### config.mk
export PLATFORM = sky130hd
export DESIGN_NAME = cossim_fifo
export DESIGN_NICKNAME = d
export VERILOG_FILES = /design/src/cossim_pkg.sv /design/src/cossim_fifo.sv
export SDC_FILE = /design/constraint.sdc
export NUM_CORES = 1
export LEC_CHECK = 0
export ABC_CLOCK_PERIOD_IN_PS = 16800
export BUFFER_PORTS_ARGS = -buffer_cell sky130_fd_sc_hd__buf_2
export CORE_MARGIN = 1
export CORE_UTILIZATION = 56
export DETAILED_ROUTE_END_ITERATION = 10
export PLACE_DENSITY = 0.84
export REMOVE_ABC_BUFFERS = 1
export SYNTH_ARGS = -nofsm -noshare
export SYNTH_HDL_FRONTEND = slang
export SYNTH_SLANG_ARGS = --single-unit
export TNS_END_PERCENT = 50
### constraint.sdc
create_clock -name clk -period 16.8 [get_ports clk]
set_clock_uncertainty 0.1 [all_clocks]
set_input_delay 3.36 -clock clk [delete_from_list [all_inputs] [get_ports clk]]
set_output_delay 3.36 -clock clk [all_outputs]
set_load 0.05 [all_outputs]
### src/cossim_pkg.sv
// Shared widths, limits and types for the cosine similarity block.
package cossim_pkg;

  // Element and product widths
  localparam int ELEM_BITS = 16;
  localparam int PROD_W    = 2 * ELEM_BITS;

  // Running sums and their one-bit-wider pre-saturation forms
  localparam int DOT_W   = 44;
  localparam int NORM_W  = 43;
  localparam int DOT_XW  = DOT_W + 1;
  localparam int NORM_XW = NORM_W + 1;

  localparam logic signed [DOT_W-1:0] DOT_MAX  = {1'b0, {(DOT_W-1){1'b1}}};
  localparam logic signed [DOT_W-1:0] DOT_MIN  = {1'b1, {(DOT_W-1){1'b0}}};
  localparam logic [NORM_W-1:0]        NORM_MAX = {NORM_W{1'b1}};

  // Serial multiplier: operands up to the dot magnitude width
  localparam int MAG_W     = DOT_W;
  localparam int MUL_W     = 2 * MAG_W;
  localparam int MUL_CNT_W = $clog2(MAG_W);

  // Result search: Q1.15 quotient, squared scale of 2^30
  localparam int Q_W     = 16;
  localparam int Q_FRAC  = Q_W - 1;
  localparam int R_SHIFT = 2 * Q_FRAC;
  localparam int SRCH_W  = MUL_W + 2 * Q_W;
  localparam int BIT_W   = $clog2(Q_W);
  localparam int SH_W    = BIT_W + 1;

  localparam logic [Q_W-1:0] SIM_MAX = {1'b0, {(Q_W-1){1'b1}}};

  // Queue between front and back
  localparam int FIFO_DEPTH = 2;
  localparam int FIFO_AW    = $clog2(FIFO_DEPTH);
  localparam int FIFO_CW    = $clog2(FIFO_DEPTH + 1);

  // Finished sums of one vector pair
  typedef struct packed {
    logic signed [DOT_W-1:0] dot;
    logic [NORM_W-1:0]       norm_a;
    logic [NORM_W-1:0]       norm_b;
    logic                    sat;
  } sums_t;

  // Queue status seen by both sides
  typedef struct packed {
    logic full;
    logic empty;
  } fifo_stat_t;

  // Back-end sequencer states
  typedef enum logic [2:0] {
    ST_IDLE,
    ST_MUL,
    ST_PREP,
    ST_TEST,
    ST_OUT
  } back_state_t;

endpackage

### src/cossim_fifo.sv
// Short queue of finished sums between the front and back ends.
module cossim_fifo (
  input  logic                   clk,
  input  logic                   rst,
  input  logic                   push,
  input  cossim_pkg::sums_t      push_data,
  input  logic                   pop,
  output cossim_pkg::sums_t      pop_data,
  output cossim_pkg::fifo_stat_t stat
);

  cossim_pkg::sums_t                 entries [cossim_pkg::FIFO_DEPTH];
  logic [cossim_pkg::FIFO_AW-1:0]    wr_ptr;
  logic [cossim_pkg::FIFO_AW-1:0]    rd_ptr;
  logic [cossim_pkg::FIFO_CW-1:0]    count;

  assign stat.full  = count == cossim_pkg::FIFO_CW'(cossim_pkg::FIFO_DEPTH);
  assign stat.empty = count == '0;
  assign pop_data   = entries[rd_ptr];

  // Store on push
  always_ff @(posedge clk) begin
    if (push) begin
      entries[wr_ptr] <= push_data;
    end
  end

  // Advance pointers and occupancy
  always_ff @(posedge clk) begin
    if (rst) begin
      wr_ptr <= '0;
      rd_ptr <= '0;
      count  <= '0;
    end else begin
      if (push) begin
        wr_ptr <= (wr_ptr == cossim_pkg::FIFO_AW'(cossim_pkg::FIFO_DEPTH - 1)) ?
                  '0 : wr_ptr + cossim_pkg::FIFO_AW'(1);
      end
      if (pop) begin
        rd_ptr <= (rd_ptr == cossim_pkg::FIFO_AW'(cossim_pkg::FIFO_DEPTH - 1)) ?
                  '0 : rd_ptr + cossim_pkg::FIFO_AW'(1);
      end
      if (push && !pop) begin
        count <= count + cossim_pkg::FIFO_CW'(1);
      end else if (pop && !push) begin
        count <= count - cossim_pkg::FIFO_CW'(1);
      end
    end
  end

endmodule

Word-level counts from Yosys, hierarchy flattened
Memory sizes are Yosys's and may differ from the RTL's. A register that Yosys moved wholly into a read port is not among the register bits.
Cells that the tools add are included.

word-level totals
  word-level logic and storage cells = 23
  memories = 1
  output and inout bits = 133
  input bits = 135
  flip-flop bits (word level) = 4
  memory bits (writable) = 262

memories
  memory   words  bits a word  read ports  clocked after Yosys merged registers in  wr ports  RTL line           RTL
  entries  2      131          1           1                                        1         cossim_fifo.sv:12  cossim_pkg::sums_t entries [cossim_pkg::FIFO_DEPTH];

operators by class
  reductions and logical operators = 6
  muxes and demuxes = 8
  add/subtract/negate cells = 4
  eq/ne operators = 1

operator list
  operator                                                             number
  1-bit two-way mux                                                    6
  2-bit two-way mux                                                    2
  1-bit adder (second input constant)                                  2
  2-bit by 1-bit adder with 2-bit output (second input constant)       1
  2-bit equality test (second input constant)                          1
  1-bit logical AND                                                    2
  1-bit zero test                                                      2
  2-bit zero test                                                      1
  2-bit nonzero test                                                   1
  2-bit by 1-bit subtractor with 2-bit output (second input constant)  1

Depth between registers and ports, before layout
  depth in word-level cells = 4
  depth in mapped cells = 5
  depth with buffers taken out = 5

Least setup slack after synthesis
OpenSTA, ideal clock, no wires.

  path kind = input to register
  start point = in push
  end point = mem entries[0][0] in the netlist's numbering (enable)
  library setup time = 0.639 ns
  buffers on the path = 0
  data required time = 16.061 ns
  cell stages on the path = 1
  arrival time = 9.036 ns
  path slack = 7.025 ns
  cell sequence = nor2b_1

on the way
  word-level cells in the longest chain between the ends = 2

ends and longest elaborated chain
  element                                  RTL line           RTL
  start, declared                          cossim_fifo.sv:5   input logic push,
  1-bit two-way mux                        cossim_fifo.sv:23  if (push) begin
  1-bit two-way mux (not written as such)  cossim_fifo.sv:24  entries[wr_ptr] <= push_data;
  end, declared                            cossim_fifo.sv:12

Every way passes these cells.

==> metrics <==
Crit path max-delay family buffers and inverters; PostCTS Resize Cnt 0; Max-Slew Margin vs Limit 29.63%; CP Class reg2out; Syn. warnings 0; CP Capture Type output pin; ANT nets after route 0; CTS buffer count 27; global-route wire length before repair 25,470 um; Max FO, Critical Path 45; Final nets 852; simple-gate share of the synthesized area 0.4365%; PD cells 131.3 nW/um^2; Highest Clock Rate 0.1613 GHz; Adder-Cell Fraction of Synth Area 0.1247%; post-synthesis xor/xnor area fraction 0.3492%; die footprint 18,460 um^2; main combinational cell family by area after synthesis multiplexers; cell row count 48; mux share of post-synthesis cell area 18.07%; Pint 1.197 mW; Placed Area 11,550 um^2; post-route clock period utilization 36.90%; min cycle time layout 6.199 ns; area grow syn2layout 23.49%; Slew Viols, Final 0; chip height 135.9 um; most frequent cells in the layout buf_2, edfxtp_1, mux2_4, mux2_2, clkbuf_16; Setup crit start kind register; die span in x 135.9 um; Starting DRT DRC Count 284; number of global-route vias before repair 5,136; cts hold-fix bufs 0; min-delay worst type reg2reg; area of the multi-input gates 1924 um^2; Distinct cells, synth 17; Worst R2R Setup Slack 14.24 ns; largest net degree at the start of global routing 80; Total Wirelength 17,650 um; H-Tree Depth 1; register area 7971 um^2; Root Driver clkbuf_16; Vias/cell 5.200; Seq pwr share 48.8%; Clk Latency, worst-skew pair 0.50 ns; Comb pwr share 17.1%; # clock sinks 267; Slowest cell on crit path dfxtp_4; CP bufs+invs 2; Peak VDD IR 100.4 uV; fraction of the mapped netlist area in compound gates 0.09976%; peak per-stage delay on the critical path 0.78 ns; Avg Inst Size Synth 23.33 um^2; layout cell share with drive strength beyond 1 59.57%; Worst Path Required 13.34 ns; cells along the critical path buf_4 -> mux2_2 -> buf_2; status finished clean; Seq/Total Area, Yosys 79.41%; WL per Instance 18.35 um; DRT Pass-1 Iters 4; fin area 12,390 um^2; final hold vios 0; Synth Register Bits 267; routed vias 5,002; Port Buffers 267; total gr overflow 0; Worst-Margin Slew 1.056 ns; Final setup viols 0; Fill cells 1,096; Post-CTS Setup Inserts 0; core box area 17,420 um^2; Clk network pwr share 34.1%; Leakage 4.864 nW; WP data arrival 2.74 ns; RSZ-0062 raised after global routing no; sw power 0.4296 mW; Reg clk slew, reported paths 0.06 ns; GP Congestion 0.7486; setup TNS 0 ns; commonest non-fill, non-tap cell in the layout buf_2; # IOs 268; Synth Cell Area 10,030 um^2; number of diodes 0; Syn Inst Count 430; All-Layer GR Usage 18.25%; initial antenna violation count 0; switch share 26.41%; worst-case clock buffer depth 3; post-detail-place hpwl 11,780 um; Initial Utilization 57.61%; max_cap viols 0; Remaining DRCs 0; CTS tree built
-- tightest hold or removal path: cells and delay by family, from the launching register on --
family         cells  cell delay [ns]
AO/OA/AOI/OAI      2             0.17
flip-flops         1             0.33
-- sequential cells by signal, indices dropped and copies added, names as in the netlist, named ones only --
register and count:
count 2, entries 262, rd_ptr 1, wr_ptr 1
-- per-layer routing --
layer  global-route usage [%]  vias up  routed length (um)
li1                         -     2292                   -
met1                    20.61     2485                6565
met3                    5.071       31                1345
met2                    33.65      194                9422
met5                        0        -                   0
met4                    5.062        0                 314
-- final timing paths --
path | end | start | cells past startpoint
setup / recovery | pop_data[17] | register | 3
setup reg to reg | entries[1][66] | wr_ptr | 2
hold / removal | count[1] | count[1] | 2
hold reg to reg | count[1] | count[1] | 2
-- cell usage after synthesis --
cell	n	share of area, %
buf_6	10	1.1
o21ai_0	1	0.050
buf_2	4	0.20
and2_1	1	0.062
xor2_1	2	0.17
or3_1	1	0.062
edfxtp_1	262	78
dfxtp_1	5	1.0
a21oi_1	1	0.050
xnor2_1	2	0.17
buf_8	1	0.15
nor2_1	5	0.19
mux2_4	90	13
inv_1	1	0.037
nor2b_1	2	0.12
mux2_2	41	4.6
ha_1	1	0.12
-- cell type report --
| type | instances | share of cell area (%) |
|---|---|---|
| Multi-Input combinational cell | 147 | 15.53 |
| Inverter | 1 | 0.03029 |
| Clock buffer | 40 | 5.928 |
| Timing Repair Buffer | 272 | 11.09 |
| Clock inverter | 10 | 0.8179 |
| Sequential cell | 267 | 64.33 |
| Tap cell | 225 | 2.272 |
-- stage by stage --
stage | hold slack (ns) | worst slack (ns) | instances | power [mW] | utilization, %
6_report | 0.4565 | 10.60 | 962 | 1.627 | 71.14
5_1_grt | 0.4917 | 10.48 | 962 | 1.679 | 71.14
4_1_cts | 0.4451 | 10.55 | 962 | 1.645 | 71.14
3_5_place_dp | 0.4333 | 11.11 | 912 | 1.087 | 66.34
3_3_place_gp | 0.3813 | 11.15 | 912 | 1.079 | 66.34
2_1_floorplan | 0.3608 | 7.025 | 415 | 1.034 | -
-- cell families (layout without fill, tap and decap cells) --
family / after synthesis / count (layout)
buffers and inverters: 16 / 323
AO/OA/AOI/OAI: 2 / 2
flip-flops: 267 / 267
multiplexers: 131 / 131
adder cells (fa/ha/maj): 1 / 1
AND/OR/NAND/NOR: 9 / 9
XOR/XNOR: 4 / 4
-- power by group through the flow --
| stage | combinational [mW] | clock, mW | sequential, mW |
|---|---|---|---|
| after CTS | 0.280 | 0.571 | 0.794 |
| final | 0.278 | 0.555 | 0.794 |
| after global routing | 0.289 | 0.593 | 0.797 |
| after floorplan | 0.217 | 0 | 0.817 |
| after global placement | 0.274 | 0 | 0.804 |
| after detailed placement | 0.279 | 0 | 0.808 |
Note: power is estimated with default switching activity, not from simulation.
