[config.mk]
export PLATFORM = sky130hd
export DESIGN_NAME = cossim_accum
export DESIGN_NICKNAME = d
export VERILOG_FILES = /design/src/cossim_pkg.sv /design/src/cossim_accum.sv
export SDC_FILE = /design/constraint.sdc
export NUM_CORES = 2
export LEC_CHECK = 0
export ABC_AREA = 1
export BUFFER_PORTS_ARGS = -buffer_cell sky130_fd_sc_hd__buf_2
export CORE_MARGIN = 2
export CORE_UTILIZATION = 65
export CTS_CLUSTER_SIZE = 40
export DETAILED_ROUTE_END_ITERATION = 12
export GPL_ROUTABILITY_DRIVEN = 1
export GPL_TIMING_DRIVEN = 1
export PLACE_DENSITY_LB_ADDON = 0.2
export SETUP_SLACK_MARGIN = 0.3
export SLEW_MARGIN = 20
export SYNTH_ARGS = -nofsm -noshare
export SYNTH_HDL_FRONTEND = slang
export SYNTH_SLANG_ARGS = --single-unit
[constraint.sdc]
create_clock -name clk -period 7.9 [get_ports clk]
set_clock_uncertainty 0.2 [all_clocks]
set_input_delay 0.395 -clock clk [delete_from_list [all_inputs] [get_ports clk]]
set_output_delay 0.395 -clock clk [all_outputs]
set_load 0.01 [all_outputs]
[src/cossim_pkg.sv]
// Shared widths, limits and types for the cosine similarity block.
package cossim_pkg;

  // Element and product widths
  localparam int ELEM_BITS = 16;
  localparam int PROD_W    = 2 * ELEM_BITS;

  // Running sums and their one-bit-wider pre-saturation forms
  localparam int DOT_W   = 44;
  localparam int NORM_W  = 43;
  localparam int DOT_XW  = DOT_W + 1;
  localparam int NORM_XW = NORM_W + 1;

  localparam logic signed [DOT_W-1:0] DOT_MAX  = {1'b0, {(DOT_W-1){1'b1}}};
  localparam logic signed [DOT_W-1:0] DOT_MIN  = {1'b1, {(DOT_W-1){1'b0}}};
  localparam logic [NORM_W-1:0]        NORM_MAX = {NORM_W{1'b1}};

  // Serial multiplier: operands up to the dot magnitude width
  localparam int MAG_W     = DOT_W;
  localparam int MUL_W     = 2 * MAG_W;
  localparam int MUL_CNT_W = $clog2(MAG_W);

  // Result search: Q1.15 quotient, squared scale of 2^30
  localparam int Q_W     = 16;
  localparam int Q_FRAC  = Q_W - 1;
  localparam int R_SHIFT = 2 * Q_FRAC;
  localparam int SRCH_W  = MUL_W + 2 * Q_W;
  localparam int BIT_W   = $clog2(Q_W);
  localparam int SH_W    = BIT_W + 1;

  localparam logic [Q_W-1:0] SIM_MAX = {1'b0, {(Q_W-1){1'b1}}};

  // Queue between front and back
  localparam int FIFO_DEPTH = 2;
  localparam int FIFO_AW    = $clog2(FIFO_DEPTH);
  localparam int FIFO_CW    = $clog2(FIFO_DEPTH + 1);

  // Finished sums of one vector pair
  typedef struct packed {
    logic signed [DOT_W-1:0] dot;
    logic [NORM_W-1:0]       norm_a;
    logic [NORM_W-1:0]       norm_b;
    logic                    sat;
  } sums_t;

  // Queue status seen by both sides
  typedef struct packed {
    logic full;
    logic empty;
  } fifo_stat_t;

  // Back-end sequencer states
  typedef enum logic [2:0] {
    ST_IDLE,
    ST_MUL,
    ST_PREP,
    ST_TEST,
    ST_OUT
  } back_state_t;

endpackage

[src/cossim_accum.sv]
// Front end: takes element pairs, squares and multiplies, keeps saturating sums.
module cossim_accum (
  input  logic                                      clk,
  input  logic                                      rst,
  input  logic signed [cossim_pkg::ELEM_BITS-1:0]   element_a,
  input  logic signed [cossim_pkg::ELEM_BITS-1:0]   element_b,
  input  logic                                      last_element,
  input  logic                                      elem_valid,
  output logic                                      elem_stall,
  output logic                                      push,
  output cossim_pkg::sums_t                         push_data,
  input  cossim_pkg::fifo_stat_t                    fifo_stat
);

  logic                                   accept;
  logic                                   advance;
  logic                                   s1_valid;
  logic                                   s1_last;
  logic signed [cossim_pkg::PROD_W-1:0]   prod_ab;
  logic [cossim_pkg::PROD_W-1:0]          prod_aa;
  logic [cossim_pkg::PROD_W-1:0]          prod_bb;
  logic signed [cossim_pkg::PROD_W-1:0]   sq_a;
  logic signed [cossim_pkg::PROD_W-1:0]   sq_b;
  logic signed [cossim_pkg::PROD_W-1:0]   mul_ab;

  logic signed [cossim_pkg::DOT_W-1:0]    dot_sum;
  logic [cossim_pkg::NORM_W-1:0]          norm_a_sum;
  logic [cossim_pkg::NORM_W-1:0]          norm_b_sum;
  logic                                   saturated_flag;

  logic signed [cossim_pkg::DOT_XW-1:0]   dot_wide;
  logic [cossim_pkg::NORM_XW-1:0]         na_wide;
  logic [cossim_pkg::NORM_XW-1:0]         nb_wide;
  logic                                   dot_of;
  logic                                   na_of;
  logic                                   nb_of;
  logic signed [cossim_pkg::DOT_W-1:0]    dot_next;
  logic [cossim_pkg::NORM_W-1:0]          norm_a_next;
  logic [cossim_pkg::NORM_W-1:0]          norm_b_next;
  logic                                   sat_next;

  // Hold the input only while a last pair waits for queue space
  assign advance    = s1_valid & (~s1_last | ~fifo_stat.full);
  assign elem_stall = s1_valid & s1_last & fifo_stat.full;
  assign accept     = elem_valid & ~elem_stall;

  // Form the three products
  assign mul_ab = element_a * element_b;
  assign sq_a   = element_a * element_a;
  assign sq_b   = element_b * element_b;

  // Product stage valid
  always_ff @(posedge clk) begin
    if (rst) begin
      s1_valid <= 1'b0;
    end else if (accept) begin
      s1_valid <= 1'b1;
    end else if (advance) begin
      s1_valid <= 1'b0;
    end
  end

  // Product stage payload
  always_ff @(posedge clk) begin
    if (accept) begin
      s1_last <= last_element;
      prod_ab <= mul_ab;
      prod_aa <= $unsigned(sq_a);
      prod_bb <= $unsigned(sq_b);
    end
  end

  // Add products into the sums and saturate at the sum widths
  always_comb begin
    dot_wide = cossim_pkg::DOT_XW'(dot_sum) + cossim_pkg::DOT_XW'(prod_ab);
    na_wide  = cossim_pkg::NORM_XW'(norm_a_sum) + cossim_pkg::NORM_XW'(prod_aa);
    nb_wide  = cossim_pkg::NORM_XW'(norm_b_sum) + cossim_pkg::NORM_XW'(prod_bb);
    dot_of   = dot_wide[cossim_pkg::DOT_W] != dot_wide[cossim_pkg::DOT_W-1];
    na_of    = na_wide[cossim_pkg::NORM_W];
    nb_of    = nb_wide[cossim_pkg::NORM_W];
    if (dot_of) begin
      dot_next = dot_wide[cossim_pkg::DOT_W] ? cossim_pkg::DOT_MIN : cossim_pkg::DOT_MAX;
    end else begin
      dot_next = dot_wide[cossim_pkg::DOT_W-1:0];
    end
    norm_a_next = na_of ? cossim_pkg::NORM_MAX : na_wide[cossim_pkg::NORM_W-1:0];
    norm_b_next = nb_of ? cossim_pkg::NORM_MAX : nb_wide[cossim_pkg::NORM_W-1:0];
    sat_next    = saturated_flag | dot_of | na_of | nb_of;
  end

  // Hand finished sums to the queue on the last pair
  assign push             = advance & s1_last;
  assign push_data.dot    = dot_next;
  assign push_data.norm_a = norm_a_next;
  assign push_data.norm_b = norm_b_next;
  assign push_data.sat    = sat_next;

  // Advance the sums, clear them after the last pair
  always_ff @(posedge clk) begin
    if (rst) begin
      dot_sum        <= '0;
      norm_a_sum     <= '0;
      norm_b_sum     <= '0;
      saturated_flag <= 1'b0;
    end else if (advance) begin
      if (s1_last) begin
        dot_sum        <= '0;
        norm_a_sum     <= '0;
        norm_b_sum     <= '0;
        saturated_flag <= 1'b0;
      end else begin
        dot_sum        <= dot_next;
        norm_a_sum     <= norm_a_next;
        norm_b_sum     <= norm_b_next;
        saturated_flag <= sat_next;
      end
    end
  end

endmodule

=== After elaboration in Yosys (flattened, before gate mapping) ===
Cells that the tools add are included.

* Bits in registers: 229
* Bits in latches: 0
* Bits of input ports: 38
* RAM bits: 0
* Output and inout port bits: 133
* Memories: 0
* Memory bits (read-only): 0

* Multiplexer cells: 10
* Shift operators: 0
* Multiply operators: 3
* Equal/unequal tests: 1
* Bitwise gates (word level): 12
* Reductions and logical operators: 1
* Magnitude comparators: 0
* Add/subtract/negate cells: 3
* Div/mod/pow operators: 0

{| class="wikitable"
|+ Operators with widths
! operator !! number
|-
| $mux 43 || 4
|-
| $mux 44 || 3
|-
| $mul 16x16->32 || 3
|-
| $add 43x32->44 || 2
|-
| $add 44x32->45 || 1
|-
| $and 1x1->1 || 5
|-
| $or 1x1->1 || 4
|-
| $mux 1 || 3
|-
| $not 1->1 || 3
|-
| $reduce_bool 2->1 || 1
|-
| $ne 1x1->1 || 1
|}

=== Depth between registers and ports, before layout ===
* Depth after elaboration: 6
* Depth in mapped cells: 26
* Gate-level depth less buffers: 25

=== Least setup slack after synthesis ===
No wires, ideal clock.

* Path kind: input to register
* Start point: input port element_a[15] (netlist name)
* End point: register prod_ab[26] (netlist name), data pin
* Cell stages on the path: 21
* Buffers on the path: 2
* Data arrival time: 5.853 ns
* Path slack: 1.588 ns
* Setup time: 0.259 ns
* Path through: clkbuf_1 > buf_1 > nand2_1 > inv_1 > fa_1 > fa_1 > inv_1 > fa_1 > fa_1 > inv_1 > fa_1 > inv_1 > fa_1 > inv_1 > ha_1 > nand2_1 > nor3_1 > nand2_1 > o211ai_1 > a31oi_1 > xnor2_1

* Longest elaborated chain between the ends: 1

{| class="wikitable"
|+ RTL lines
! item !! line !! RTL
|-
| from (decl) || cossim_accum.sv:5 || <nowiki>input logic signed [cossim_pkg::ELEM_BITS-1:0] element_a,</nowiki>
|-
| $mul 16x16->32 || cossim_accum.sv:48 || <nowiki>assign mul_ab = element_a * element_b;</nowiki>
|-
| named net mul_ab, one bit || cossim_accum.sv:24 || <nowiki>logic signed [cossim_pkg::PROD_W-1:0] mul_ab;</nowiki>
|-
| to (signal assigned) || cossim_accum.sv:67 || <nowiki>prod_ab <= mul_ab;</nowiki>
|-
| to (decl) || cossim_accum.sv:19 || <nowiki>logic signed [cossim_pkg::PROD_W-1:0] prod_ab;</nowiki>
|}

The timed path passes the listed nets, and every way through them passes these cells.
A chain may end at the register's enable or synchronous reset.

=== Final worst setup path ===
* Start point: input port element_a[15] (netlist name)
* End point: register prod_aa[29] (netlist name), data pin

* Longest elaborated chain between the ends: 1

{| class="wikitable"
|+ RTL lines
! item !! line !! RTL
|-
| $mul 16x16->32 || cossim_accum.sv:49 || <nowiki>assign sq_a = element_a * element_a;</nowiki>
|-
| named net sq_a, one bit || cossim_accum.sv:22 || <nowiki>logic signed [cossim_pkg::PROD_W-1:0] sq_a;</nowiki>
|-
| to (signal assigned) || cossim_accum.sv:68 || <nowiki>prod_aa <= $unsigned(sq_a);</nowiki>
|-
| to (decl) || cossim_accum.sv:20 || <nowiki>logic [cossim_pkg::PROD_W-1:0] prod_aa;</nowiki>
|}

The timed path passes the listed nets, and every way through them passes these cells.

==> results.ini <==
[clock_network]
h-tree-depth=1
clk_latency_ps=560
post_cts_buffers=0
clock_sinks=227
cts_tree=yes
cts.reportedPaths.clkPinSlew_ps=70
cts_root_buf=clkbuf_16
cts_buffer_depth=3
cts_buffers=24

[placement]
dp.cells=6954
io_buffers=169
gp_congestion=0.966
post-dp-hpwl_um=98600
dpl_cell_area_um2=47200

[timing]
holdWs_ps=37.0
fin_tns_setup_ps=0
fmax_mhz=155
hold_violations=0
fin_crit_sh_pct=81.7
post-route-min-period_ps=6460
tightest_slew_ps=1030
rsz0062_at_grt=false
final-setup-viol-count=0
slew_headroom_pct=31.1
finalMaxSlewViolations=0

[worst_setup_path]
cpMostUsedCell=fa_1
worstPathCellList=buf_2 > nand2_1 > inv_1 > fa_1 > fa_1 > fa_1 > fa_1 > fa_1 > inv_1 > fa_1 > inv_1 > ha_1 > nand2_1 > nor3_1 > nand3_1 > nand3_1 > nand3_1 > nand2_1 > a31oi_1 > xnor2_1
max_stage_delay_ps=900
required_ps=8010
critPathKind=input pin to flip-flop
cp_data_arrival_time_ps=6560
worst-path-max-fanout=39
slowest_stage=fa_1
crit_family=adder cells
crit_start=element_a[15]
r2r-start=prod_ab[31]$_DFFE_PP_
crit_path_start_kind=input pin
crit_path_end_kind=flip-flop
worst-path-buf-inv=4
r2r_slack_ps=4070

[synth]
syn_nets=7127
async_flop_share_pct=0
synth-seq-cells=227
syn_avg_cell_area_um2=7.63
yosysWarnings=0
synth_ff_type=dfxtp_1
synth_cell_types=59
seq_area_frac_synth_pct=12.0
synth-edff-count=95
syn_area_um2=45700
synthCells=5985

[routing]
routed_wl_um=121000
antenna_left=0
dr.pass1.iters=9
via_per_inst=5.44
vias=38062
wl_per_cell_um=17.2
drtIter0Drc=3128
post-route-drc-count=0

[die]
die_h_um=269
dieWidth_um=269
ios=171
fp.coreArea_um2=69800
fp-row-count=97
initial_core_util_pct=65.5
die_area_um2=72400

[grt]
grt_pass1_wl_um=199000
antenna_found_initial=1
grt.total_usage_pct=34.1
grt_overflow=0
grt_pass1_vias=39145
grt_max_degree=88

[job]
drv_cap=0

[layout]
area_growth_pct=5.27
post-route-cell-area_um2=48100
fillCellCount=5935
layout.nets=7184
layoutNonFillerInstCount=7002
drive_gt1_share_pct=7.26

[hold_path]
hold_class=input pin to flip-flop
hold_start=element_a[0]

[status]
status=completed

-- cells in the mapped netlist, types with 38 or more instances --
master	count	area (µm²)
a21oi_1	332	1660
nor3_1	53	265
ha_1	374	4680
nand4_1	38	238
nor2_1	309	1160
a21o_1	38	285
fa_1	730	14600
nand2_1	1465	5500
xor2_1	121	1060
o21ai_0	112	561
edfxtp_1	95	2850
dfxtp_1	132	2640
inv_1	1453	5450
clkbuf_1	144	541
nand2_2	53	332
xnor2_1	81	709
nand3_1	152	761
-- area by class of cell --
type | count | area, µm² | area share, %
Multi-Input combinational cell | 4115 | 33900 | 70.5
Inverter | 1469 | 5520 | 11.5
Sequential cell | 227 | 5500 | 11.4
Tap cell | 940 | 1180 | 2.45
Timing Repair Buffer | 205 | 1120 | 2.34
Clock buffer | 30 | 697 | 1.45
Clock inverter | 14 | 156 | 0.325
Antenna cell | 2 | 5.00 | 0.0104
-- through the flow --
step | util [%] | worst slack [ps]
5_1_grt | 68.9 | 1030
3_3_place_gp | 67.7 | 964
3_5_place_dp | 67.7 | 895
2_1_floorplan | - | 1590
4_1_cts | 68.9 | 1480
6_report | 68.9 | 1440
-- path summary, 6_finish.rpt --
kind,endpoint,depth (start not counted)
min reg2reg,norm_a_sum[23]$_SDFFE_PP0P_,2
min,prod_aa[0]$_DFFE_PP_,1
max reg2reg,dot_sum[3]$_SDFFE_PP0P_,13
max,prod_aa[29]$_DFFE_PP_,20
-- cells by family after synthesis --
group | share of synthesized area (%)
compound gates | 8.29
xor+xnor | 3.87
fa+ha+maj | 42.2
buf+inv | 13.7
flops | 12.0
simple gates | 19.9
-- cell usage in the layout (no fill, tap or decap), types with 38 or more instances in the layout --
cell | netlist | final
o21ai_0 | 112 | 112
nand4_1 | 38 | 38
nand2_2 | 53 | 53
a21o_1 | 38 | 38
buf_2 | 13 | 168
fa_1 | 730 | 730
xor2_1 | 121 | 121
edfxtp_1 | 95 | 95
a21oi_1 | 332 | 332
nand3_1 | 152 | 152
nor3_1 | 53 | 53
xnor2_1 | 81 | 81
inv_1 | 1453 | 1452
dfxtp_1 | 132 | 132
ha_1 | 374 | 374
nand2_1 | 1465 | 1465
nor2_1 | 309 | 308
-- layer usage --
metal	up-vias	wire [µm]	track usage [%]
met5	-	68	0.658
met4	2	3350	9.16
met3	188	9030	3.64
met2	1401	54500	54.6
met1	18411	53600	49.5
li1	18060	-	-
-- registers in the layout (all words and copies together) (netlist names) --
signal and count:
dot_sum 44, norm_a_sum 43, norm_b_sum 43, prod_ab 32
prod_aa 31, prod_bb 31, s1_last 1, s1_valid 1
saturated_flag 1
-- what timing repair did --
action / CTS / global route
endpoints found under the setup margin: 0 / 0
endpoints found under the hold margin: 2 / 0
hold buffers: 2 / 0
resized for setup: 0 / 0
Power is left out: the tool's default activity adds up to more than one toggle a clock period on the data nets, which glitch-free logic cannot reach.
