**config.mk**
```make
export PLATFORM = sky130hd
export DESIGN_NAME = cossim_divider
export DESIGN_NICKNAME = d
export VERILOG_FILES = /design/src/cossim_pkg.sv /design/src/cossim_divider.sv
export SDC_FILE = /design/constraint.sdc
export NUM_CORES = 2
export LEC_CHECK = 0
export BUFFER_PORTS_ARGS = -buffer_cell sky130_fd_sc_hd__buf_4
export CORE_UTILIZATION = 55
export CTS_BUF_LIST = sky130_fd_sc_hd__clkbuf_16
export DETAILED_ROUTE_END_ITERATION = 7
export GPL_TIMING_DRIVEN = 0
export HOLD_SLACK_MARGIN = 0.08
export PLACE_DENSITY = 0.7
export SYNTH_ARGS = -nofsm -noshare
export SYNTH_HDL_FRONTEND = slang
export SYNTH_SLANG_ARGS = --single-unit
```
**constraint.sdc**
```tcl
create_clock -name clk -period 15.2 [get_ports clk]
set_clock_uncertainty 0.05 [all_clocks]
set_input_delay 1.52 -clock clk [delete_from_list [all_inputs] [get_ports clk]]
set_output_delay 1.52 -clock clk [all_outputs]
set_load 0.02 [all_outputs]
```
**src/cossim_pkg.sv**
```systemverilog
// Shared widths, limits and types for the cosine similarity block.
package cossim_pkg;

  // Element and product widths
  localparam int ELEM_BITS = 16;
  localparam int PROD_W    = 2 * ELEM_BITS;

  // Running sums and their one-bit-wider pre-saturation forms
  localparam int DOT_W   = 44;
  localparam int NORM_W  = 43;
  localparam int DOT_XW  = DOT_W + 1;
  localparam int NORM_XW = NORM_W + 1;

  localparam logic signed [DOT_W-1:0] DOT_MAX  = {1'b0, {(DOT_W-1){1'b1}}};
  localparam logic signed [DOT_W-1:0] DOT_MIN  = {1'b1, {(DOT_W-1){1'b0}}};
  localparam logic [NORM_W-1:0]        NORM_MAX = {NORM_W{1'b1}};

  // Serial multiplier: operands up to the dot magnitude width
  localparam int MAG_W     = DOT_W;
  localparam int MUL_W     = 2 * MAG_W;
  localparam int MUL_CNT_W = $clog2(MAG_W);

  // Result search: Q1.15 quotient, squared scale of 2^30
  localparam int Q_W     = 16;
  localparam int Q_FRAC  = Q_W - 1;
  localparam int R_SHIFT = 2 * Q_FRAC;
  localparam int SRCH_W  = MUL_W + 2 * Q_W;
  localparam int BIT_W   = $clog2(Q_W);
  localparam int SH_W    = BIT_W + 1;

  localparam logic [Q_W-1:0] SIM_MAX = {1'b0, {(Q_W-1){1'b1}}};

  // Queue between front and back
  localparam int FIFO_DEPTH = 2;
  localparam int FIFO_AW    = $clog2(FIFO_DEPTH);
  localparam int FIFO_CW    = $clog2(FIFO_DEPTH + 1);

  // Finished sums of one vector pair
  typedef struct packed {
    logic signed [DOT_W-1:0] dot;
    logic [NORM_W-1:0]       norm_a;
    logic [NORM_W-1:0]       norm_b;
    logic                    sat;
  } sums_t;

  // Queue status seen by both sides
  typedef struct packed {
    logic full;
    logic empty;
  } fifo_stat_t;

  // Back-end sequencer states
  typedef enum logic [2:0] {
    ST_IDLE,
    ST_MUL,
    ST_PREP,
    ST_TEST,
    ST_OUT
  } back_state_t;

endpackage

```
**src/cossim_divider.sv**
```systemverilog
// Back end: squares the dot, multiplies the norms, searches the Q1.15 cosine.
module cossim_divider (
  input  logic                               clk,
  input  logic                               rst,
  input  cossim_pkg::fifo_stat_t             fifo_stat,
  output logic                               pop,
  input  cossim_pkg::sums_t                  pop_data,
  output logic signed [cossim_pkg::Q_W-1:0]  similarity,
  output logic                               zero_norm,
  output logic                               overflowed,
  output logic                               result_valid,
  input  logic                               result_stall
);

  cossim_pkg::back_state_t              state;
  cossim_pkg::back_state_t              state_next;
  logic                                 load_out;
  logic                                 mul_last;
  logic                                 test_ok;
  logic                                 search_done;
  logic                                 pop_zero;
  logic [cossim_pkg::MAG_W-1:0]         pop_mag;

  logic [cossim_pkg::MUL_CNT_W-1:0]     cnt;
  logic [cossim_pkg::MUL_W-1:0]         mcand_d;
  logic [cossim_pkg::MAG_W-1:0]         mplier_d;
  logic [cossim_pkg::MUL_W-1:0]         acc_d;
  logic [cossim_pkg::MUL_W-1:0]         mcand_n;
  logic [cossim_pkg::MAG_W-1:0]         mplier_n;
  logic [cossim_pkg::MUL_W-1:0]         acc_n;

  logic [cossim_pkg::BIT_W-1:0]         bitk;
  logic [cossim_pkg::SRCH_W-1:0]        s_acc;
  logic [cossim_pkg::SRCH_W-1:0]        t_acc;
  logic [cossim_pkg::SRCH_W-1:0]        x_reg;
  logic [cossim_pkg::SRCH_W-1:0]        s_cand;
  logic [cossim_pkg::SRCH_W-1:0]        r_val;
  logic [cossim_pkg::SRCH_W-1:0]        p_val;
  logic [cossim_pkg::SH_W-1:0]          t_shift;
  logic [cossim_pkg::SH_W-1:0]          p_shift;
  logic [cossim_pkg::Q_W-1:0]           q;
  logic [cossim_pkg::Q_W-1:0]           q_neg;
  logic [cossim_pkg::Q_W-1:0]           sim_val;
  logic                                 neg;
  logic                                 zero;
  logic                                 sat;

  // Classify the queued sums
  assign pop_zero = (pop_data.norm_a == '0) | (pop_data.norm_b == '0);
  assign pop_mag  = pop_data.dot[cossim_pkg::DOT_W-1] ?
                    cossim_pkg::MAG_W'(-pop_data.dot) : cossim_pkg::MAG_W'(pop_data.dot);

  // Search operands: R = dot^2 * 2^30, P = normA * normB
  assign r_val   = cossim_pkg::SRCH_W'(acc_d) << cossim_pkg::R_SHIFT;
  assign p_val   = cossim_pkg::SRCH_W'(acc_n);
  assign t_shift = cossim_pkg::SH_W'(bitk) + cossim_pkg::SH_W'(1);
  assign p_shift = {bitk, 1'b0};
  assign s_cand  = s_acc + x_reg;
  assign test_ok = s_cand <= r_val;

  assign mul_last    = cnt == cossim_pkg::MUL_CNT_W'(cossim_pkg::MAG_W - 1);
  assign search_done = (test_ok && bitk == cossim_pkg::BIT_W'(cossim_pkg::Q_W - 1)) ||
                       (bitk == '0);

  // Sign and clamp the magnitude
  assign q_neg   = ~q + cossim_pkg::Q_W'(1);
  assign sim_val = neg ? q_neg : (q[cossim_pkg::Q_W-1] ? cossim_pkg::SIM_MAX : q);

  // State register
  always_ff @(posedge clk) begin
    if (rst) begin
      state <= cossim_pkg::ST_IDLE;
    end else begin
      state <= state_next;
    end
  end

  // Next state and strobes
  always_comb begin
    state_next = state;
    pop        = 1'b0;
    load_out   = 1'b0;
    case (state)
      cossim_pkg::ST_IDLE: begin
        if (!fifo_stat.empty) begin
          pop        = 1'b1;
          state_next = pop_zero ? cossim_pkg::ST_OUT : cossim_pkg::ST_MUL;
        end
      end
      cossim_pkg::ST_MUL: begin
        if (mul_last) begin
          state_next = cossim_pkg::ST_PREP;
        end
      end
      cossim_pkg::ST_PREP: begin
        state_next = cossim_pkg::ST_TEST;
      end
      cossim_pkg::ST_TEST: begin
        state_next = search_done ? cossim_pkg::ST_OUT : cossim_pkg::ST_PREP;
      end
      cossim_pkg::ST_OUT: begin
        if (!result_valid || !result_stall) begin
          load_out   = 1'b1;
          state_next = cossim_pkg::ST_IDLE;
        end
      end
      default: begin
        state_next = cossim_pkg::ST_IDLE;
      end
    endcase
  end

  // Datapath: load, shift-add multiply, then one quotient bit per PREP and TEST pass
  always_ff @(posedge clk) begin
    case (state)
      cossim_pkg::ST_IDLE: begin
        neg      <= pop_data.dot[cossim_pkg::DOT_W-1];
        zero     <= pop_zero;
        sat      <= pop_data.sat;
        mcand_d  <= cossim_pkg::MUL_W'(pop_mag);
        mplier_d <= pop_mag;
        acc_d    <= '0;
        mcand_n  <= cossim_pkg::MUL_W'(pop_data.norm_a);
        mplier_n <= cossim_pkg::MAG_W'(pop_data.norm_b);
        acc_n    <= '0;
        cnt      <= '0;
        bitk     <= cossim_pkg::BIT_W'(cossim_pkg::Q_W - 1);
        s_acc    <= '0;
        t_acc    <= '0;
        q        <= '0;
      end
      cossim_pkg::ST_MUL: begin
        acc_d    <= acc_d + (mplier_d[0] ? mcand_d : '0);
        mcand_d  <= mcand_d << 1;
        mplier_d <= mplier_d >> 1;
        acc_n    <= acc_n + (mplier_n[0] ? mcand_n : '0);
        mcand_n  <= mcand_n << 1;
        mplier_n <= mplier_n >> 1;
        cnt      <= cnt + cossim_pkg::MUL_CNT_W'(1);
      end
      cossim_pkg::ST_PREP: begin
        // Growth of q^2 * P when bit k is set: 2^(k+1) * q * P + 2^(2k) * P
        x_reg <= (t_acc << t_shift) + (p_val << p_shift);
      end
      cossim_pkg::ST_TEST: begin
        if (test_ok) begin
          s_acc   <= s_cand;
          t_acc   <= t_acc + (p_val << bitk);
          q[bitk] <= 1'b1;
        end
        bitk <= bitk - cossim_pkg::BIT_W'(1);
      end
      default: begin
      end
    endcase
  end

  // Output register valid
  always_ff @(posedge clk) begin
    if (rst) begin
      result_valid <= 1'b0;
    end else if (load_out) begin
      result_valid <= 1'b1;
    end else if (!result_stall) begin
      result_valid <= 1'b0;
    end
  end

  // Output register payload
  always_ff @(posedge clk) begin
    if (load_out) begin
      similarity <= $signed(sim_val);
      zero_norm  <= zero;
      overflowed <= sat;
    end
  end

endmodule

```
# Yosys cells after proc, flatten, opt, wreduce, memory -nomap -nowiden
# Index checks and enable logic that the tools add are counted.
# classes
addsub,10
n_lt_le_gt_ge,3
n_eq_ne,11
shifts,3
mux,33
bitwise_logic,3
n_reduce_logical,14
# ops
operator,count
case mux 88 bit (2 select lines),4
case mux 120 bit (2 select lines),2
adder 120 bit,3
2-to-1 mux 120 bit,2
adder 88 bit,2
2-to-1 mux 88 bit,2
case mux 44 bit (2 select lines),2
<= comparator 120 x 118 -> 1 bit,1
<< shifter 120 x 5 -> 120 bit,1
<< shifter 88 x 4 -> 120 bit,1
<< shifter 88 x 5 -> 120 bit,1
logical NOT 43 bit,2
2-to-1 mux 44 bit,1
negation 44 bit,1
2-to-1 mux 16 bit,2
case mux 16 bit (2 select lines),1
"adder 16 x 1 -> 16 bit, second input constant",1
inverter 16 bit,1
bitwise OR 16 bit,1
2-to-1 mux 15 bit,1
2-to-1 mux 3 bit,5
case mux 3 bit (5 select lines),1
case mux 6 bit (2 select lines),1
"!= test 2 bit, second input constant",4
other kinds (23),34
# totals
register_bits,851
in_bits,136
output_inout_bits,20
word_cells,97

# Logic depth before layout (Yosys ltp)
# depth
word_depth,7
depth_mapped,30
depth_no_buf,27

# Worst setup path before layout
# No wires, ideal clock.
# synth_timing
path_kind,reg2reg
startpoint,reg state[1]
endpoint,reg acc_n[0] (netlist name) (data pin)
setup_time_ps,224
t_arrival_ps,13651
t_required_ps,14926
slack_ps,1276
path_stages_with_launch,4
n_path_buf,1
synth_period_minus_slack_ps,13924
cell_sequence,dfxtp_1 nor2_1 clkbuf_1 and3_1
# synth_via
elab_chain_len,2
word_cells_on_any_way,3
cone_classes,1 x eq/ne; 1 x mux; 1 x reduce/logical
# synth_rtl
element,line,text
start: declaration,cossim_divider.sv:15,cossim_pkg::back_state_t state;
start signal: assignment,cossim_divider.sv:72,state <= cossim_pkg::ST_IDLE;
start signal: assignment,cossim_divider.sv:74,state <= state_next;
equality test 3 x 1 -> 1 bit or logical NOT 3 bit (tied branches),cossim_divider.sv:115,case (state)
case mux 88 bit (2 select lines) *,cossim_divider.sv:115,
end signal: assignment,cossim_divider.sv:136,acc_n <= acc_n + (mplier_n[0] ? mcand_n : '0);
end: declaration,cossim_divider.sv:30,logic [cossim_pkg::MUL_W-1:0] acc_n;
# Mark *: on every way between the ends. The rest lies on a longest branch, timed or not.
# A chain may end at the register's enable or synchronous reset.

# Worst setup path after layout
# layout_timing
startpoint,reg bitk[0] (netlist name)
endpoint,reg x_reg[119] (netlist name) (data pin)
# layout_via
elab_chain_len,3
word_cells_on_any_way,4
cone_classes,2 x add/sub; 2 x shift
# layout_rtl
element,line,text
start: declaration,cossim_divider.sv:32,logic [cossim_pkg::BIT_W-1:0] bitk;
start signal: assignment,cossim_divider.sv:127,bitk <= cossim_pkg::BIT_W'(cossim_pkg::Q_W - 1);
start signal: assignment,cossim_divider.sv:151,bitk <= bitk - cossim_pkg::BIT_W'(1);
adder 4 x 1 -> 5 bit,cossim_divider.sv:56,assign t_shift = cossim_pkg::SH_W'(bitk) + cossim_pkg::SH_W'(1);
via t_shift (one bit),cossim_divider.sv:39,logic [cossim_pkg::SH_W-1:0] t_shift;
<< shifter 120 x 5 -> 120 bit,cossim_divider.sv:143,x_reg <= (t_acc << t_shift) + (p_val << p_shift);
adder 120 bit,cossim_divider.sv:143,
end signal: assignment,cossim_divider.sv:143,
end: declaration,cossim_divider.sv:35,logic [cossim_pkg::SRCH_W-1:0] x_reg;
# The timed path passes the listed nets, and every way through them passes these cells.

==> results.yml <==
clock_network:
  cts_hold_buf: 0
  clock-sinks: 850
  htreeDepth: 3
  clk_path_buf_depth: 3
  cts_setup_buffers: 0
  cts.clk_slew.worst_paths_ns: 0.06
  cts_buffers: 100
  root_buffer: "clkbuf_16"
  cts_repair_resize_count: 0
  clk_latency_ns: 0.77
  cts_tree: "done"
synth:
  synth-seq-cells: 850
  syn_inst: 9507
  syn_nets: 10300
  synth-edff-count: 846
  yosysWarnings: 0
  synthFlopType: "edfxtp_1"
  netlist_area_sq_um: 81100
  synth.distinct_cells: 83
  syn_area_per_cell_sq_um: 8.53
  async_reset_ff_share_pct: 0
  seq_area_frac_synth_pct: 31.4
global_route:
  grt_use_total_pct: 42.9
  grt_pass1_vias: 73200
  antenna_found_initial: 7
  grt_first_pass_wirelength_um: 474000
  overflow: 0
  grt_max_degree: 73
floorplan:
  ios: 156
  core_sq_um: 146000
  initial_core_util_pct: 55.6
  dieHeight_um: 386
  dieWidth_um: 386
  die-area_sq_um: 149000
  rows: 140
critical_path:
  cp_data_required_time_ns: 15.56
  path_class: "flop to flop"
  reg2reg_slack_ns: 1.69
  critPathMaxFanout: 11
  worst_path_largest_cell_delay_ns: 0.92
  r2r-end: "x_reg[119]"
  critPathBufInv: 8
  path_common_cell: "clkbuf_1"
  cp-start-kind: "flop"
  regToRegStartpoint: "bitk[0]"
  critPathCaptureType: "flop"
  critical-path-top-delay-family: "buffers and inverters"
  crit_path_top_delay_cell: "clkbuf_1"
  arrival_ns: 13.87
  reg2reg_depth: 28
power_and_ir_drop:
  switchingPower_w: 0.00604
  p_leak_nw: 37.9
  max-vdd-ir-drop_v: 0.000120
  pwr-share-comb_pct: 52.2
  power.density_nw_per_um2: 146
  pwr-share-clk_pct: 18.9
  switching_share_pct: 46.8
  internal-power_w: 0.00685
  p_seq_share_pct: 28.9
placed_design:
  port_buffers: 154
  place_area_sq_um: 85100
  dp_hpwl_um: 269000
  gp_routability_congestion: 1.13
  dpl_worst_slack_ns: 2.54
worst_hold_path:
  hold_end: "zero_norm"
  worstHoldPathCells: 0
  hold_path.class: "flop to flop"
  hp-start: "zero"
finish:
  drive_gt1_share_pct: 5.77
  finish.instance_area_sq_um: 88400
  fin_nets: 10500
  layout.cells.most_common: "nand2_1"
  final_cell_mix: "1,140 x nand2_1, 921 x nor2_1, 846 x edfxtp_1"
  syn2layout_area_growth_pct: 8.95
  fin_util_pct: 60.6
timing:
  slew_headroom_pct: 5.15
  rsz0062_at_grt: "false"
  final.setup.tns_ns: 0
  layout_min_cycle_time_ns: 13.51
  period_share_pct: 88.9
  finalHoldViolations: 0
  worstMarginPinSlew_ns: 1.42
  worst_slack_ns: 1.69
  setup_viol: 0
  clock.fmax_ghz: 0.0740
  maxSlewViolCount: 0
status:
  violations: "DRC"
  outcome: "finished with violations"
routing:
  vias_per_cell: 6.68
  avgRoutedWirePerCell_um: 28.0
  via_count: 78800
  drtIter0Drc: 10100
  finalWirelength_um: 330000
  postRouteAntennaNets: 0
  drc: 2
  drtPass1Iterations: 8
flow_run:
  drv_cap: 0
-- worst reg2reg max path: cells and delay by family (launching register included) --
kind / cells / cell delay, ns
buffers and inverters: 8 / 5.38
AOI/OAI and AO/OA: 10 / 4.16
and+or+nand+nor: 6 / 1.55
adders and majority gates: 2 / 0.97
DFF: 1 / 0.38
muxes: 1 / 0.35
xor gates and xnor gates: 1 / 0.35
-- logic make-up after synthesis --
group	Yosys count	synth area share (%)
AND/OR/NAND/NOR	3420	19.8
AO/OA/AOI/OAI	2664	20.2
buffers and inverters	872	4.05
flip-flops	850	31.4
adder cells (fa/ha/maj)	614	9.52
multiplexers	560	9.35
XOR/XNOR	527	5.69
-- metal layers --
layer / GRT usage [%] / vias to the layer above / routed length (um)
met5: 1.01 / - / 251
met4: 26.7 / 10 / 24600
met3: 12.9 / 853 / 39600
met2: 61.8 / 4575 / 136000
met1: 55.9 / 37800 / 130000
li1: - / 35500 / -
-- cell usage after synthesis (162+ instances only) --
cell type / n / area (sq um)
nand2_1: 1141 / 4280
xor2_1: 200 / 1750
a21o_1: 300 / 2250
o21bai_1: 169 / 1270
edfxtp_1: 846 / 25400
mux2i_1: 391 / 3910
a21oi_1: 822 / 4110
nand4_1: 203 / 1270
inv_1: 309 / 1160
clkbuf_1: 505 / 1900
nor3_1: 162 / 811
nor2_1: 921 / 3460
and2_1: 311 / 1950
xnor2_1: 327 / 2860
o21ai_0: 722 / 3610
ha_1: 609 / 7620
-- through the flow --
| step | hold WS, ns | instances | power, W |
|---|---|---|---|
| global placement | 0.351 | 11600 | 0.0102 |
| global route | 0.385 | 11800 | 0.0135 |
| detailed placement | 0.357 | 11600 | 0.0102 |
| finish | 0.374 | 11800 | 0.0129 |
| floorplan | 0.350 | 9507 | 0.00805 |
| CTS | 0.378 | 11800 | 0.0126 |
-- power by group through the flow --
stage	sequential, W	clock, W	combinational, W
final	0.00373	0.00243	0.00673
after global placement	0.00391	0	0.00628
after floorplan	0.00358	0	0.00447
after detailed placement	0.00374	0	0.00643
after CTS	0.00370	0.00244	0.00649
after global routing	0.00374	0.00252	0.00720
-- worst max path at each step --
stage                  start     endpoint  slack (ns)  cells past startpoint
floorplan           state[1]     acc_n[0]        1.28                      3
finish               bitk[0]   x_reg[119]        1.69                     28
CTS                  bitk[0]   x_reg[119]        2.50                     28
global route         bitk[0]   x_reg[119]        1.89                     28
global placement    state[1]  mcand_n[84]       -3.85                      3
detailed placement   bitk[0]   x_reg[119]        2.54                     28
-- cell type report --
cell class / instances / area, sq um
sequential: 850 / 25500
multi-input combinational: 7785 / 52400
buffer: 559 / 2120
clock inverter: 80 / 643
fill: 12900 / 57500
tap: 1917 / 2400
clock buffer: 103 / 2580
timing repair buffer: 177 / 1590
inverter: 313 / 1170
antenna: 9 / 22.5
Power figures use the tool's default switching activity.
